`config.mk`:
```
export PLATFORM = sky130hd
export DESIGN_NAME = integer_line_rasterizer_flat
export DESIGN_NICKNAME = d
export VERILOG_FILES = /design/src/hdl/ilr_pkg.sv /design/src/hdl/ilr_if.sv /design/src/hdl/ilr_front.sv /design/src/hdl/ilr_queue.sv /design/src/hdl/ilr_back.sv /design/src/hdl/integer_line_rasterizer.sv /design/src/flat_wrapper.sv
export SDC_FILE = /design/constraint.sdc
export NUM_CORES = 1
export LEC_CHECK = 0
export BUFFER_PORTS_ARGS = -buffer_cell sky130_fd_sc_hd__buf_2
export CAP_MARGIN = 40
export CORE_ASPECT_RATIO = 2
export CORE_UTILIZATION = 35
export CTS_CLUSTER_SIZE = 25
export DETAILED_ROUTE_END_ITERATION = 8
export GPL_ROUTABILITY_DRIVEN = 0
export PLACE_DENSITY_LB_ADDON = 0.05
export SETUP_SLACK_MARGIN = 0.05
export SYNTH_ARGS = -nofsm -noshare
export SYNTH_HDL_FRONTEND = slang
export SYNTH_SLANG_ARGS = --single-unit
```
`constraint.sdc`:
```
create_clock -name clk -period 3.83 [get_ports clk]
set_input_delay 0.766 -clock clk [delete_from_list [all_inputs] [get_ports clk]]
set_output_delay 0.766 -clock clk [all_outputs]
set_load 0.03 [all_outputs]
```
`src/hdl/ilr_pkg.sv`:
```
// Shared widths, codes and the command word type of the line rasterizer.
`default_nettype none
package ilr_pkg;

    localparam int COORD_BITS  = 12;
    localparam int ERR_BITS    = COORD_BITS + 3;
    localparam int LEFT_BITS   = COORD_BITS + 1;
    localparam int QUEUE_DEPTH = 2;
    localparam int QPTR_BITS   = $clog2(QUEUE_DEPTH);
    localparam int QCNT_BITS   = $clog2(QUEUE_DEPTH + 1);

    typedef logic signed [COORD_BITS-1:0] coord_t;
    typedef logic [COORD_BITS-1:0]        delta_t;
    typedef logic signed [ERR_BITS-1:0]   err_t;
    typedef logic [LEFT_BITS-1:0]         left_t;

    typedef enum logic {
        KIND_LOAD = 1'b0,
        KIND_STEP = 1'b1
    } kind_t;

    // Classified command word passed from the front end to the back end.
    typedef struct packed {
        kind_t  kind;
        coord_t start_x;
        coord_t start_y;
        delta_t major;
        delta_t minor;
        logic   x_neg;
        logic   y_neg;
        logic   swapped;
    } cmd_t;

    typedef struct packed {
        logic valid;
        cmd_t cmd;
    } queue_wr_t;

    typedef struct packed {
        logic valid;
        cmd_t cmd;
    } queue_rd_t;

endpackage : ilr_pkg
`default_nettype wire

```
`src/hdl/ilr_if.sv`:
```
// Valid/ready channel interfaces for command words and pixel words.
`default_nettype none
interface ilr_cmd_if;
    logic           valid;
    logic           ready;
    logic           kind;
    ilr_pkg::coord_t start_x;
    ilr_pkg::coord_t start_y;
    ilr_pkg::coord_t end_x;
    ilr_pkg::coord_t end_y;

    modport source (output valid, kind, start_x, start_y, end_x, end_y, input ready);
    modport sink   (input valid, kind, start_x, start_y, end_x, end_y, output ready);
endinterface : ilr_cmd_if

interface ilr_pixel_if;
    logic            valid;
    logic            ready;
    ilr_pkg::coord_t pixel_x;
    ilr_pkg::coord_t pixel_y;
    logic            last;

    modport source (output valid, pixel_x, pixel_y, last, input ready);
    modport sink   (input valid, pixel_x, pixel_y, last, output ready);
endinterface : ilr_pixel_if
`default_nettype wire

```
`src/hdl/ilr_front.sv`:
```
// Front end: accept command words and classify line loads into octant data.
`default_nettype none
module ilr_front (
    ilr_cmd_if.sink             cmd,
    input  wire logic           queue_full,
    output ilr_pkg::queue_wr_t  queue_wr
);

    logic signed [ilr_pkg::COORD_BITS:0] diff_x;
    logic signed [ilr_pkg::COORD_BITS:0] diff_y;
    logic signed [ilr_pkg::COORD_BITS:0] mag_x;
    logic signed [ilr_pkg::COORD_BITS:0] mag_y;
    ilr_pkg::delta_t                     dx;
    ilr_pkg::delta_t                     dy;
    logic                                steep;

    assign cmd.ready = !queue_full;

    always_comb
    begin
        diff_x = {cmd.end_x[ilr_pkg::COORD_BITS-1], cmd.end_x}
               - {cmd.start_x[ilr_pkg::COORD_BITS-1], cmd.start_x};
        diff_y = {cmd.end_y[ilr_pkg::COORD_BITS-1], cmd.end_y}
               - {cmd.start_y[ilr_pkg::COORD_BITS-1], cmd.start_y};
        mag_x  = diff_x[ilr_pkg::COORD_BITS] ? -diff_x : diff_x;
        mag_y  = diff_y[ilr_pkg::COORD_BITS] ? -diff_y : diff_y;
        dx     = mag_x[ilr_pkg::COORD_BITS-1:0];
        dy     = mag_y[ilr_pkg::COORD_BITS-1:0];
        steep  = dx < dy;

        queue_wr.valid       = cmd.valid && !queue_full;
        queue_wr.cmd.kind    = ilr_pkg::kind_t'(cmd.kind);
        queue_wr.cmd.start_x = cmd.start_x;
        queue_wr.cmd.start_y = cmd.start_y;
        queue_wr.cmd.major   = steep ? dy : dx;
        queue_wr.cmd.minor   = steep ? dx : dy;
        // A zero delta counts as a negative step, as does a decreasing axis.
        queue_wr.cmd.x_neg   = diff_x[ilr_pkg::COORD_BITS] || (diff_x == '0);
        queue_wr.cmd.y_neg   = diff_y[ilr_pkg::COORD_BITS] || (diff_y == '0);
        queue_wr.cmd.swapped = steep;
    end

endmodule : ilr_front
`default_nettype wire

```
`src/hdl/ilr_queue.sv`:
```
// Short command queue between the front end and the back end.
`default_nettype none
module ilr_queue (
    input  wire logic                clk,
    input  wire logic                rst_n,
    input  wire ilr_pkg::queue_wr_t  queue_wr,
    input  wire logic                pop,
    output logic                     full,
    output ilr_pkg::queue_rd_t       queue_rd
);

    ilr_pkg::cmd_t                     entry_reg [ilr_pkg::QUEUE_DEPTH];
    logic [ilr_pkg::QPTR_BITS-1:0]     wr_ptr_reg;
    logic [ilr_pkg::QPTR_BITS-1:0]     rd_ptr_reg;
    logic [ilr_pkg::QCNT_BITS-1:0]     count_reg;
    logic [ilr_pkg::QCNT_BITS-1:0]     count_next;
    logic                              do_pop;

    assign full           = count_reg == ilr_pkg::QCNT_BITS'(ilr_pkg::QUEUE_DEPTH);
    assign queue_rd.valid = count_reg != '0;
    assign queue_rd.cmd   = entry_reg[rd_ptr_reg];
    assign do_pop         = pop && queue_rd.valid;

    always_comb
    begin
        count_next = count_reg;
        if (queue_wr.valid && !do_pop)
        begin
            count_next = count_reg + 1'b1;
        end
        else if (!queue_wr.valid && do_pop)
        begin
            count_next = count_reg - 1'b1;
        end
    end

    always_ff @(posedge clk or negedge rst_n)
    begin
        if (!rst_n)
        begin
            wr_ptr_reg <= '0;
            rd_ptr_reg <= '0;
            count_reg  <= '0;
        end
        else
        begin
            if (queue_wr.valid)
            begin
                wr_ptr_reg <= (wr_ptr_reg == ilr_pkg::QPTR_BITS'(ilr_pkg::QUEUE_DEPTH - 1))
                            ? '0 : wr_ptr_reg + 1'b1;
            end
            if (do_pop)
            begin
                rd_ptr_reg <= (rd_ptr_reg == ilr_pkg::QPTR_BITS'(ilr_pkg::QUEUE_DEPTH - 1))
                            ? '0 : rd_ptr_reg + 1'b1;
            end
            count_reg <= count_next;
        end
    end

    always_ff @(posedge clk)
    begin
        if (queue_wr.valid)
        begin
            entry_reg[wr_ptr_reg] <= queue_wr.cmd;
        end
    end

endmodule : ilr_queue
`default_nettype wire

```
`src/hdl/ilr_back.sv`:
```
// Back end: line state, one Bresenham step per word, registered pixel output.
`default_nettype none
module ilr_back (
    input  wire logic                clk,
    input  wire logic                rst_n,
    input  wire ilr_pkg::queue_rd_t  queue_rd,
    output logic                     pop,
    ilr_pixel_if.source              pixel
);

    ilr_pkg::coord_t cur_x_reg, cur_x_next;
    ilr_pkg::coord_t cur_y_reg, cur_y_next;
    ilr_pkg::err_t   error_reg, error_next;
    ilr_pkg::delta_t major_reg, major_next;
    ilr_pkg::delta_t minor_reg, minor_next;
    ilr_pkg::left_t  left_reg, left_next;
    logic            x_neg_reg, x_neg_next;
    logic            y_neg_reg, y_neg_next;
    logic            swapped_reg, swapped_next;
    logic            active_reg, active_next;
    logic            out_valid_reg, out_valid_next;
    ilr_pkg::coord_t out_x_reg;
    ilr_pkg::coord_t out_y_reg;
    logic            out_last_reg;

    logic            emit;
    logic            is_last;
    ilr_pkg::coord_t step_x;
    ilr_pkg::coord_t step_y;
    ilr_pkg::err_t   two_major;
    ilr_pkg::err_t   two_minor;

    assign pixel.valid   = out_valid_reg;
    assign pixel.pixel_x = out_x_reg;
    assign pixel.pixel_y = out_y_reg;
    assign pixel.last    = out_last_reg;

    // Take a word whenever the output register is free or being drained.
    assign pop     = queue_rd.valid && (!out_valid_reg || pixel.ready);
    assign emit    = pop && (queue_rd.cmd.kind == ilr_pkg::KIND_STEP) && active_reg;
    assign is_last = left_reg <= ilr_pkg::LEFT_BITS'(1);

    always_comb
    begin
        step_x    = x_neg_reg ? '1 : ilr_pkg::COORD_BITS'(1);
        step_y    = y_neg_reg ? '1 : ilr_pkg::COORD_BITS'(1);
        two_major = ilr_pkg::err_t'({major_reg, 1'b0});
        two_minor = ilr_pkg::err_t'({minor_reg, 1'b0});

        cur_x_next   = cur_x_reg;
        cur_y_next   = cur_y_reg;
        error_next   = error_reg;
        major_next   = major_reg;
        minor_next   = minor_reg;
        left_next    = left_reg;
        x_neg_next   = x_neg_reg;
        y_neg_next   = y_neg_reg;
        swapped_next = swapped_reg;
        active_next  = active_reg;

        if (pop && (queue_rd.cmd.kind == ilr_pkg::KIND_LOAD))
        begin
            cur_x_next   = queue_rd.cmd.start_x;
            cur_y_next   = queue_rd.cmd.start_y;
            major_next   = queue_rd.cmd.major;
            minor_next   = queue_rd.cmd.minor;
            x_neg_next   = queue_rd.cmd.x_neg;
            y_neg_next   = queue_rd.cmd.y_neg;
            swapped_next = queue_rd.cmd.swapped;
            error_next   = ilr_pkg::err_t'({queue_rd.cmd.minor, 1'b0})
                         - ilr_pkg::err_t'(queue_rd.cmd.major);
            left_next    = ilr_pkg::left_t'(queue_rd.cmd.major) + 1'b1;
            active_next  = 1'b1;
        end
        else if (emit)
        begin
            if (is_last)
            begin
                left_next   = '0;
                active_next = 1'b0;
            end
            else
            begin
                // Advance the major axis always, the minor one on a non-negative error.
                if (swapped_reg)
                begin
                    cur_y_next = cur_y_reg + step_y;
                    if (!error_reg[ilr_pkg::ERR_BITS-1])
                    begin
                        cur_x_next = cur_x_reg + step_x;
                    end
                end
                else
                begin
                    cur_x_next = cur_x_reg + step_x;
                    if (!error_reg[ilr_pkg::ERR_BITS-1])
                    begin
                        cur_y_next = cur_y_reg + step_y;
                    end
                end
                error_next = error_reg + two_minor
                           - (error_reg[ilr_pkg::ERR_BITS-1] ? '0 : two_major);
                left_next  = left_reg - 1'b1;
            end
        end

        if (emit)
        begin
            out_valid_next = 1'b1;
        end
        else if (pixel.ready)
        begin
            out_valid_next = 1'b0;
        end
        else
        begin
            out_valid_next = out_valid_reg;
        end
    end

    always_ff @(posedge clk or negedge rst_n)
    begin
        if (!rst_n)
        begin
            cur_x_reg     <= '0;
            cur_y_reg     <= '0;
            error_reg     <= '0;
            major_reg     <= '0;
            minor_reg     <= '0;
            left_reg      <= '0;
            x_neg_reg     <= 1'b0;
            y_neg_reg     <= 1'b0;
            swapped_reg   <= 1'b0;
            active_reg    <= 1'b0;
            out_valid_reg <= 1'b0;
        end
        else
        begin
            cur_x_reg     <= cur_x_next;
            cur_y_reg     <= cur_y_next;
            error_reg     <= error_next;
            major_reg     <= major_next;
            minor_reg     <= minor_next;
            left_reg      <= left_next;
            x_neg_reg     <= x_neg_next;
            y_neg_reg     <= y_neg_next;
            swapped_reg   <= swapped_next;
            active_reg    <= active_next;
            out_valid_reg <= out_valid_next;
        end
    end

    always_ff @(posedge clk)
    begin
        if (emit)
        begin
            out_x_reg    <= cur_x_reg;
            out_y_reg    <= cur_y_reg;
            out_last_reg <= is_last;
        end
    end

endmodule : ilr_back
`default_nettype wire

```
`src/hdl/integer_line_rasterizer.sv`:
```
// Top level of the integer Bresenham line rasterizer.
//
// Usage: send command words on cmd. A word with kind = load carries two
// signed endpoints and starts a new line, replacing any line in progress;
// it produces no pixel. Each word with kind = step produces one pixel word
// on the pixel channel while a line is active, with last set on the final
// pixel. A line of major length L yields L + 1 pixels; a zero-length line
// yields its start point once. Step words with no active line are dropped.
// Throughput: one command word per cycle and one pixel per cycle while
// the pixel receiver does not stall. The front end computes deltas and
// octant in the accept cycle, a two-entry queue holds the classified
// word, and the back end performs one Bresenham step per cycle into the
// output register; a step word passes a queue entry and then the output
// register before its pixel word turns valid. When the pixel receiver
// stalls, the back end holds its state and the queue fills; cmd.ready
// drops only once it is full. Reset (rst_n low, asynchronous) empties
// the queue, clears the output valid flag and leaves no line loaded.
`default_nettype none
module integer_line_rasterizer (
    input  wire logic    clk,
    input  wire logic    rst_n,
    ilr_cmd_if.sink      cmd,
    ilr_pixel_if.source  pixel
);

    ilr_pkg::queue_wr_t queue_wr;
    ilr_pkg::queue_rd_t queue_rd;
    logic               queue_full;
    logic               queue_pop;

    // Classify incoming words; loads get their deltas and step signs here.
    ilr_front u_front (
        .cmd        (cmd),
        .queue_full (queue_full),
        .queue_wr   (queue_wr)
    );

    // Decouple the accept side from the stepping side.
    ilr_queue u_queue (
        .clk        (clk),
        .rst_n      (rst_n),
        .queue_wr   (queue_wr),
        .pop        (queue_pop),
        .full       (queue_full),
        .queue_rd   (queue_rd)
    );

    // Hold the line state and advance one pixel per step word.
    ilr_back u_back (
        .clk        (clk),
        .rst_n      (rst_n),
        .queue_rd   (queue_rd),
        .pop        (queue_pop),
        .pixel      (pixel)
    );

endmodule : integer_line_rasterizer
`default_nettype wire

```
`src/flat_wrapper.sv`:
```
// flat-port wrapper written by rule: the top's interface ports become plain ports
module integer_line_rasterizer_flat 
  (clk, rst_n, cmd_valid, cmd_kind, cmd_start_x, cmd_start_y, cmd_end_x, cmd_end_y, cmd_ready, pixel_valid, pixel_pixel_x, pixel_pixel_y, pixel_last, pixel_ready);
  ilr_cmd_if cmd_i ();
  ilr_pixel_if pixel_i ();
  input  wire logic clk;
  input  wire logic rst_n;
  input wire logic [$bits(cmd_i.valid)-1:0] cmd_valid;
  input wire logic [$bits(cmd_i.kind)-1:0] cmd_kind;
  input wire logic [$bits(cmd_i.start_x)-1:0] cmd_start_x;
  input wire logic [$bits(cmd_i.start_y)-1:0] cmd_start_y;
  input wire logic [$bits(cmd_i.end_x)-1:0] cmd_end_x;
  input wire logic [$bits(cmd_i.end_y)-1:0] cmd_end_y;
  output wire logic [$bits(cmd_i.ready)-1:0] cmd_ready;
  output wire logic [$bits(pixel_i.valid)-1:0] pixel_valid;
  output wire logic [$bits(pixel_i.pixel_x)-1:0] pixel_pixel_x;
  output wire logic [$bits(pixel_i.pixel_y)-1:0] pixel_pixel_y;
  output wire logic [$bits(pixel_i.last)-1:0] pixel_last;
  input wire logic [$bits(pixel_i.ready)-1:0] pixel_ready;
  assign cmd_i.valid = cmd_valid;
  assign cmd_i.kind = cmd_kind;
  assign cmd_i.start_x = cmd_start_x;
  assign cmd_i.start_y = cmd_start_y;
  assign cmd_i.end_x = cmd_end_x;
  assign cmd_i.end_y = cmd_end_y;
  assign cmd_ready = cmd_i.ready;
  assign pixel_valid = pixel_i.valid;
  assign pixel_pixel_x = pixel_i.pixel_x;
  assign pixel_pixel_y = pixel_i.pixel_y;
  assign pixel_last = pixel_i.last;
  assign pixel_i.ready = pixel_ready;
  integer_line_rasterizer u_core (.clk(clk), .rst_n(rst_n), .cmd(cmd_i), .pixel(pixel_i));
endmodule
```
# After elaboration in Yosys (flattened, before gate mapping)
# Memories as Yosys holds them, arrays and structs flattened.
# Index checks and enable logic that the tools add are counted.
totals:
  regBits: 110
  ram_bits: 104
  input_bits: 53
  out_inout_bits: 27
  elab_cells: 100
  memories: 1
memory_table:
  columns: ["memory", "words", "width", "read_ports", "rd_clocked_by_memory_dff", "write_ports", "line_no", "source"]
  rows:
  - ["u_core.u_queue.entry_reg", 2, 52, 1, 0, 1, "ilr_queue.sv:12", "ilr_pkg::cmd_t entry_reg [ilr_pkg::QUEUE_DEPTH];"]
op_classes:
  add_sub_neg: 15
  order_cmp: 2
  n_eq_ne: 4
  muxes: 34
  n_bitwise: 1
  n_reduce_logical: 26
ops:
  columns: ["op", "count"]
  rows:
  - ["12-bit two-way mux", 16]
  - ["13-bit two-way mux", 4]
  - ["15-bit two-way mux", 3]
  - ["13-bit logical NOT", 2]
  - ["12-bit by 12-bit subtractor with 13-bit output", 2]
  - ["12-bit adder", 2]
  - ["12-bit negation", 2]
  - ["15-bit by 13-bit adder with 15-bit output", 1]
  - ["15-bit by 13-bit subtractor with 15-bit output", 1]
  - ["13-bit by 12-bit subtractor with 14-bit output", 1]
  - ["12-bit by 1-bit adder with 13-bit output (second input constant)", 1]
  - ["13-bit by 1-bit less-or-equal comparator with 1-bit output (second input constant)", 1]
  - ["13-bit by 1-bit subtractor with 13-bit output (second input constant)", 1]
  - ["12-bit less-than comparator", 1]
  - ["2-bit nonzero test", 5]
  - ["1-bit two-way mux", 9]
  - ["1-bit logical AND", 8]
  - ["3-bit AND reduction", 2]
  - ["1-bit logical NOT", 4]
  - ["2-bit two-way mux", 2]
  - ["2-bit AND reduction", 2]
  - ["1-bit logical OR", 3]
  - ["3-bit by 1-bit != test with 1-bit output (second input constant)", 1]
  - ["3-bit by 2-bit != test with 1-bit output (second input constant)", 1]
  - ["other kinds (6)", 7]

# Logic depth before layout (Yosys ltp)
# Gate-level depths: netlist of the first run.
logic_depth:
  depth_word: 7
  ltp_mapped: 22
  ltp_nobuf: 20

# Hierarchy
# From an unflattened synthesis of the first run, not the netlist that was laid out.
hier_totals:
  cells_unflattened: 1302
  hier_area_um2: 13706.9
modules_own_cells:
  columns: ["module", "instances", "cells_per_inst", "area_per_inst_um2", "seq_area_each_um2"]
  rows:
  - ["ilr_back", 1, 773, 6932.9, 2752.6]
  - ["ilr_queue", 1, 178, 4192.8, 3223.1]
  - ["ilr_front", 1, 351, 2581.2, 0.0]

# Least setup slack after synthesis of the first run
# No wires, ideal clock.
synth_timing:
  path_kind: "in2reg"
  from: "input cmd_end_x[0]"
  to: "memory u_core.u_queue.entry_reg[0][18] in the netlist's numbering (data pin)"
  setup_time_ns: 0.273
  arrival_time_ns: 4.605
  required_ns: 3.557
  slack_ns: -1.047
  path_stages: 21
  n_path_buf: 2
  path_cell_list: "inv_1 > ha_1 > inv_1 > fa_1 > a211oi_1 > o21ai_2 > a31o_1 > a21oi_2 > o211ai_1 > a21boi_4 > buf_6 > a21o_1 > xnor2_1 > inv_1 > ha_1 > o21a_1 > o211ai_1 > a21oi_1 > a221oi_2 > buf_2 > mux2i_1"
synth_rtl:
  columns: ["item", "line_no", "source"]
  rows:
  - ["start: declaration", "flat_wrapper.sv:12", "input wire logic [$bits(cmd_i.end_x)-1:0] cmd_end_x;"]
  - ["end: declaration", "ilr_queue.sv:12", null]

==> summary.txt, run 1 <==
Status = finished with violations
Failing checks = setup timing
Total design power = 16.7 mW
Crit path required time = 4.18 ns
DRT antenna net count = 0
Net count after synthesis = 1,383
Fin. max-slew vios = 0
Max reg flops = 104
CTS Buf Count = 22
Net Switching = 7.16 mW
Crit-path max FO = 6
Sw frac = 0.430
Most frequent cells in the layout = buf_4 (179), edfxtp_1 (129), inv_1 (114), nand2_1 (86), dfrtp_1 (83)
#FFs+latches synth = 213
R2R Path End = u_core.u_back.error_reg[11]$_DFFE_PN0P_
Tcrit/Tclk final = 1.09
Int Pwr = 9.49 mW
Post-route worst setup slack = -0.337 ns
Clk pwr share = 0.135
Site row count = 99
Share of the synthesized area in the top cell type = 0.300
Leakage = 7.09 nW
IO Count = 80
Sequential power share = 0.250
First-pass GRT wire length = 54,500 µm
IO buf count = 79
Buf/Inv on CP = 7
Via count = 9,867
Detailed placement HPWL = 27,900 µm
Cells on worst reg2reg path = 15
Vias in the first global route = 10.3k
Vias per cell = 5.05
Critical Path Slowest Stage Cell = fa_2
Initial core utilization = 0.355
Clk buf depth = 3
Insertion delay to the later sink of the worst-skew pair = 0.53 ns
Pwr dens = 1020 nW/µm²
First-pass DRT Iterations = 4
Worst slew pin tran = 0.835 ns
Die H = 274 µm
Commonest non-fill, non-tap cell in the layout = buf_4
Worst path max stage delay = 0.36 ns
YS warnings = 0
Die Area = 37,800 µm²
CTS tree = built
Yosys cell types = 76
Root Buffer = clkbuf_16
Post-synth EDFFs = 129
FILL cells = 3,584
Clk slew on worst S/H paths = 0.06 ns
Setup TNS = -15.62 ns
Combinational power share = 0.615
Hold Buf Count CTS = 0
Crit-path leading delay family = compound AO/OA/AOI/OAI gates
Antenna diode count = 0
Gr usage total = 0.193
R2R Setup Slk = 0.41 ns
Cell Count, Final, Fillers Out = 1,952
Core Box Area = 36,400 µm²
Ys flop type = edfxtp_1
CTS sink count = 213
Area Growth Syn to Fin = 26.5%
Placed Cells = 1,904
Fraction of layout cells with a size suffix above 1 = 0.266
Max_slew headroom = 0.442
Worst IR Drop VDD = 0.644 mV
Pre-CTS setup slack = -1.15 ns
Crit path cell chain = buf_8 -> inv_12 -> ha_4 -> inv_2 -> fa_2 -> a211oi_4 -> o21ai_2 -> a31o_1 -> a21oi_2 -> o211ai_1 -> a21boi_4 -> buf_4 -> nor2_4 -> xor2_2 -> inv_1 -> ha_1 -> nand2_1 -> o21ai_2 -> a21oi_2 -> o211ai_1 -> a221oi_4 -> buf_12 -> buf_6 -> mux2i_4
Cells after Synth = 1,228
Nets = 1,637
RSZ-0062 raised after global routing = yes
H-tree levels = 1
Setup violators final = 50
Largest net degree at the start of global routing = 43
DRC violations left = 0
Minimum clock period = 4.17 ns
WS Path Type = in -> reg
Worst setup EP type = flop
WP data arrival = 4.52 ns
Max Cap Viol = 0
Synth Cell Area = 12,900 µm²
Start of the worst register-to-register path = u_core.u_back.error_reg[14]$_DFFE_PN0P_
Chip width = 138 µm
Gr ovfl total = 0
Routed length per placed instance = 18.1 µm
Syn_area_per_cell = 10.5 µm²
Initial antenna violation count = 0
Area contributors post-synth = edfxtp_1 (30%), dfrtp_1 (16%), ha_1 (8.1%)
Final WL = 35,300 µm
Area leader, netlist = edfxtp_1
F_max = 0.240 GHz
Worst Hold Class = in -> async
Fin. Hold Viols = 0
Critical Path Start Type = input port
FFs w/ async S/R, synth = 0.394
Post-synthesis sequential area ratio = 0.462
Initial DRC count = 302
Clk_skew = 0.0333 ns
cells by family (layout without fill, tap and decap cells):
group	Yosys count	count (layout)	synth area share
AOI/OAI and AO/OA	300	300	0.148
xor gates and xnor gates	90	90	0.0609
adders and majority gates	102	102	0.109
buffers and inverters	155	425	0.0467
DFF	213	213	0.462
muxes	77	77	0.0610
and+or+nand+nor	291	291	0.112
metal layers:
| metal | global-route usage | share of wire |
|---|---|---|
| met1 | 0.177 | 0.33 |
| met2 | 0.411 | 0.62 |
| met3 | 0.0179 | 0.019 |
| met4 | 0.0724 | 0.032 |
| met5 | 0 | 0 |
worst max path at each step:
stage | end | start | slack (ns) | depth (start not counted)
after floorplan | u_core.u_queue.entry_reg[0][12]$_DFFE_PP_ | cmd_end_x[0] | -0.69 | 20
after CTS | u_core.u_queue.entry_reg[1][12]$_DFFE_PP_ | cmd_end_x[0] | -0.39 | 22
final | u_core.u_queue.entry_reg[0][10]$_DFFE_PP_ | cmd_end_x[0] | -0.34 | 24
after detailed placement | u_core.u_queue.entry_reg[0][18]$_DFFE_PP_ | cmd_end_x[0] | -1.15 | 24
after global routing | u_core.u_queue.entry_reg[0][10]$_DFFE_PP_ | cmd_end_x[0] | -0.52 | 24
after global placement | u_core.u_queue.entry_reg[0][12]$_DFFE_PP_ | cmd_end_x[0] | -1.05 | 23
layout make-up:
| type | instances | area, µm² | share of cell area |
|---|---|---|---|
| flip-flops and latches | 213 | 5980 | 0.365 |
| well taps | 454 | 568 | 0.0347 |
| clock inverters | 14 | 144 | 0.00879 |
| repair buffers | 266 | 1900 | 0.116 |
| multi-input cells | 860 | 6700 | 0.409 |
| inverters | 119 | 459 | 0.0281 |
| clock buffers | 26 | 617 | 0.0377 |
per-stage QoR:
stage          instance area, µm²   util  hold WS (ns)
2_1_floorplan               13000      -         0.442
3_3_place_gp                15200  0.418         0.458
3_5_place_dp                15200  0.418         0.463
4_1_cts                     16100  0.443         0.247
5_1_grt                     16400  0.449         0.268
6_report                    16400  0.449         0.244
repair_timing:
| item | CTS | global route |
|---|---|---|
| setup endpoints to repair | 50 | 50 |
| buffers inserted | 3 | 4 |
| pin swaps | 15 | 14 |
| gates cloned | 1 | 0 |
| resized for setup | 20 | 43 |
synth_stat cells (all sizes together), types with 5 or more instances:
library cell,count
edfxtp,129
inv,119
a21oi,89
o21ai,87
nand2,86
dfrtp,84
ha,84
nor2,70
mux2i,62
xnor2,56
xor2,34
nor2b,32
nor3,26
a211oi,25
nand2b,19
buf,18
clkbuf,18
fa,18
a21o,15
mux2,15
a31oi,13
nand3,13
o21a,11
or3,11
nor4,9
o211ai,7
a22oi,5
nor3b,5
o21bai,5
worst register-to-register path: stages (launching register included):
cell       delay (ns)
dfrtp_1          0.37
buf_12           0.14
nor2b_1          0.07
fa_1             0.48
inv_1            0.07
fa_1             0.46
a21o_1           0.18
a21oi_1          0.26
o21bai_1         0.14
a31o_2           0.28
a41oi_1          0.23
buf_4            0.16
nand2b_1         0.06
xnor2_1          0.12
o21ai_0          0.18
o2bb2ai_1        0.14
power by group through the flow:
stage	clock, mW	combinational [mW]	sequential [mW]
after floorplan	0	6.75	4.27
after global placement	0	9.75	4.19
after detailed placement	0	9.86	4.21
after CTS	2.33	10.1	4.17
after global routing	2.40	11.4	4.26
final	2.25	10.2	4.16
No activity file was read; power rests on OpenSTA's default activity.
==> run 2: changes to the inputs <==
--- a/config.mk
+++ b/config.mk
@@ -16,4 +16,5 @@
 export SETUP_SLACK_MARGIN = 0.05
 export SYNTH_ARGS = -nofsm -noshare
 export SYNTH_HDL_FRONTEND = slang
+export SYNTH_HIERARCHICAL = 1
 export SYNTH_SLANG_ARGS = --single-unit
==> summary.txt, run 2 <==
Status = finished with violations (unchanged)
Failing checks = setup timing (unchanged)
Chip width = 142 µm (was 138 µm)
Synth cell count leaders = edfxtp_1 (129), inv_1 (121), nand2_1 (106) (was edfxtp_1 (129), inv_1 (118), a21oi_1 (86), nand2_1 (86))
R2R Path End = u_core/u_back/error_reg[14]$_DFFE_PN0P_ (was u_core.u_back.error_reg[11]$_DFFE_PN0P_)
#FFs+latches synth = 213 (unchanged)
Minimum clock period = 4.20 ns (was 4.17 ns)
DR top layer = met4 (unchanged)
Xor/xnor share of the synthesized area = 0.0548 (was 0.0609)
Insertion delay to the later sink of the worst-skew pair = 0.52 ns (was 0.53 ns)
Worst Hold Class = in -> async (unchanged)
Vias in the first global route = 10.5k (was 10.3k)
Critical Path Start Type = input port (unchanged)
DRC violations left = 0 (unchanged)
Vias per cell = 4.86 (was 5.05)
Fraction of the mapped netlist area in simple logic gates = 0.115 (was 0.112)
Root Buffer = clkbuf_16 (unchanged)
Initial DRC count = 392 (was 302)
Largest family of logic cells by synthesized area = compound AO/OA/AOI/OAI gates (unchanged)
Clk slew on worst S/H paths = 0.07 ns (was 0.06 ns)
Crit path cell chain = buf_4 -> ha_4 -> inv_2 -> fa_2 -> inv_2 -> ha_4 -> nand2_1 -> or3_1 -> or4_4 -> nand2b_4 -> xor2_2 -> inv_1 -> ha_1 -> nand4_1 -> nor2_1 -> nor3_2 -> o311ai_4 -> a21oi_4 -> buf_6 -> mux2_4 (was buf_8 -> inv_12 -> ha_4 -> inv_2 -> fa_2 -> a211oi_4 -> o21ai_2 -> a31o_1 -> a21oi_2 -> o211ai_1 -> a21boi_4 -> buf_4 -> nor2_4 -> xor2_2 -> inv_1 -> ha_1 -> nand2_1 -> o21ai_2 -> a21oi_2 -> o211ai_1 -> a221oi_4 -> buf_12 -> buf_6 -> mux2i_4)
Share of the synthesized area in the top cell type = 0.283 (was 0.300)
Detailed placement HPWL = 27,900 µm (about the same)
First-pass DRT Iterations = 5 (was 4)
Compound-Gate Fraction of Synth Area = 0.145 (was 0.148)
Hold Buf Count CTS = 0 (unchanged)
Clk buf depth = 3 (unchanged)
Leakage = 7.45 nW (was 7.09 nW)
Cells on worst reg2reg path = 10 (was 15)
Routed length per placed instance = 17.5 µm (was 18.1 µm)
Max reg flops = 104 (unchanged)
WS Path Type = in -> reg (unchanged)
Tcrit/Tclk final = 1.10 (was 1.09)
Gr usage total = 0.185 (was 0.193)
Net count after synthesis = 1,457 (was 1,383)
Cells after Synth = 1,302 (was 1,228)
RSZ-0062 raised after global routing = yes (unchanged)
Post-route worst setup slack = -0.369 ns (was -0.337 ns)
IO buf count = 79 (unchanged)
FFs w/ async S/R, synth = 0.394 (unchanged)
Post-synthesis mux area share = 0.0792 (was 0.0610)
Syn_area_per_cell = 10.5 µm² (about the same)
Crit path required time = 4.08 ns (was 4.18 ns)
Worst path max stage delay = 0.47 ns (was 0.36 ns)
H-tree levels = 1 (unchanged)
Worst setup EP type = flop (unchanged)
Fin. Hold Viols = 0 (unchanged)
Most frequent cells in the layout = buf_4 (183), edfxtp_1 (129), inv_1 (118), nand2_1 (106), dfrtp_1 (83) (was buf_4 (179), edfxtp_1 (129), inv_1 (114), nand2_1 (86), dfrtp_1 (83))
YS warnings = 6 (was 0)
Pwr dens = 1010 nW/µm² (was 1020 nW/µm²)
First-pass GRT wire length = 56,600 µm (was 54,500 µm)
Nets = 1,688 (was 1,637)
Max Cap Viol = 0 (unchanged)
DRT antenna net count = 0 (unchanged)
Utilization after layout = 0.437 (was 0.449)
Max_slew headroom = 0.504 (was 0.442)
FILL cells = 3,683 (was 3,584)
CTS Buf Count = 21 (was 22)
Fraction of layout cells with a size suffix above 1 = 0.295 (was 0.266)
CTS sink count = 213 (unchanged)
Crit path capture = u_core/u_queue/entry_reg[1][20]$_DFFE_PP_ (was u_core.u_queue.entry_reg[0][10]$_DFFE_PP_)
Area leader, netlist = edfxtp_1 (unchanged)
Die Area = 40,000 µm² (was 37,800 µm²)
Post-synth EDFFs = 129 (unchanged)
Core Box Area = 38,700 µm² (was 36,400 µm²)
Fin. max-slew vios = 0 (unchanged)
F_max = 0.238 GHz (was 0.240 GHz)
Gr ovfl total = 0 (unchanged)
Post-synthesis sequential area ratio = 0.436 (was 0.462)
Area Growth Syn to Fin = 23.4% (was 26.5%)
Adder-cell share of the synthesized area = 0.103 (was 0.109)
Area contributors post-synth = edfxtp_1 (28%), dfrtp_1 (15%), ha_1 (7.7%) (was edfxtp_1 (30%), dfrtp_1 (16%), ha_1 (8.1%))
Initial antenna violation count = 0 (unchanged)
Critical path startpoint = cmd_start_x[0] (was cmd_end_x[0])
R2R Setup Slk = 0.47 ns (was 0.41 ns)
CTS tree = built (unchanged)
Synth Cell Area = 13,700 µm² (was 12,900 µm²)
Most frequent cell after synthesis = edfxtp_1 (unchanged)
Crit-path max FO = 5 (was 6)
Clk_skew = 0.0237 ns (was 0.0333 ns)
Yosys cell types = 87 (was 76)
Largest net degree at the start of global routing = 85 (was 43)
Setup violators final = 50 (unchanged)
WP data arrival = 4.45 ns (was 4.52 ns)
Critical Path Slowest Stage Cell = fa_2 (unchanged)
WL met3 = 797 µm (was 686 µm)
Start of the worst register-to-register path = u_core/u_queue/rd_ptr_reg$_DFFE_PN0P_ (was u_core.u_back.error_reg[14]$_DFFE_PN0P_)
Detail Route met2 WL = 20,800 µm (was 21,800 µm)
Ys flop type = edfxtp_1 (unchanged)
Die H = 282 µm (was 274 µm)
Total design power = 17.1 mW (was 16.7 mW)
Worst slew pin tran = 0.744 ns (was 0.835 ns)
IO Count = 80 (unchanged)
Final WL = 36,100 µm (was 35,300 µm)
Worst IR Drop VDD = 0.326 mV (was 0.644 mV)
Initial core utilization = 0.354 (was 0.355)
Site row count = 102 (was 99)
Metal1 wirelength = 13,400 µm (was 11,700 µm)
Commonest non-fill, non-tap cell in the layout = buf_4 (unchanged)
Via count = 10.0k (was 9,867)
Antenna diode count = 0 (unchanged)
[run 2: logic make-up (layout without fill, tap and decap cells)]
family,after synthesis,in the layout
and+or+nand+nor,326,326
AOI/OAI and AO/OA,308,309
DFF,213,213
buffers and inverters,186,430
adders and majority gates,102,102
xor gates and xnor gates,84,84
muxes,83,83
[run 2: layout make-up]
cell class / instances / area (µm²) / area share
Multi-Input combinational cell: 904 / 7170 / 0.424
Sequential cell: 213 / 5980 / 0.354
Timing Repair Buffer: 271 / 1940 / 0.115
Tap cell: 520 / 651 / 0.0385
Clock buffer: 26 / 564 / 0.0334
Inverter: 122 / 470 / 0.0278
Clock inverter: 11 / 135 / 0.00799
[run 2: worst max-delay path: cells and delay by family]
kind,cells,cell delay (ns)
AOI/OAI and AO/OA,2,0.36
xor gates and xnor gates,1,0.15
adders and majority gates,4,1.05
buffers and inverters,5,0.52
muxes,1,0.31
and+or+nand+nor,7,1.27
[run 2: power by group]
part	leakage, nW	internal, mW	switching (mW)
clock network	0.345	1.25	0.900
registers	2.21	3.62	0.512
logic	4.89	4.78	6.02
[run 2: stage by stage]
step,hold WS (ns),TNS [ns],std cells,cell area (µm²),worst slack [ns]
finish,0.284,-15.85,2067,16900,-0.369
floorplan,0.437,-32.39,1302,13800,-0.674
global route,0.311,-21.41,2067,16900,-0.467
detailed placement,0.468,-50.59,2008,15700,-1.06
global placement,0.462,-47.42,2008,15700,-0.998
CTS,0.300,-16.93,2060,16700,-0.384
[run 2: worst min path at each step]
stage / start / to / slack (ns) / cells past startpoint
after global placement: u_core/u_back/cur_x_reg[9]$_DFFE_PN0P_ / u_core/u_back/pixel.pixel_x[9]$_DFFE_PP_ / 0.46 / 0
final: rst_n / u_core/u_back/left_reg[1]$_DFFE_PN0P_ / 0.28 / 2
after CTS: rst_n / u_core/u_back/left_reg[1]$_DFFE_PN0P_ / 0.30 / 2
after floorplan: u_core/u_back/cur_x_reg[11]$_DFFE_PN0P_ / u_core/u_back/pixel.pixel_x[11]$_DFFE_PP_ / 0.44 / 0
after detailed placement: u_core/u_queue/count_reg[1]$_DFFE_PN0P_ / u_core/u_queue/count_reg[1]$_DFFE_PN0P_ / 0.47 / 1
after global routing: rst_n / u_core/u_back/minor_reg[1]$_DFFE_PN0P_ / 0.31 / 2
[run 2: what timing repair did]
| action | 4_1_cts | 5_1_grt |
|---|---|---|
| buffers inserted | 14 | 8 |
| setup endpoints to repair | 50 | 50 |
| pin swaps | 3 | 16 |
| resized for setup | 35 | 30 |
| cloned | 1 | 1 |
[run 2: layer usage]
metal | vias up | GRT usage
met5 | - | 0
met4 | 0 | 0.0717
met3 | 46 | 0.0143
met2 | 136 | 0.374
met1 | 4812 | 0.193
li1 | 5052 | -
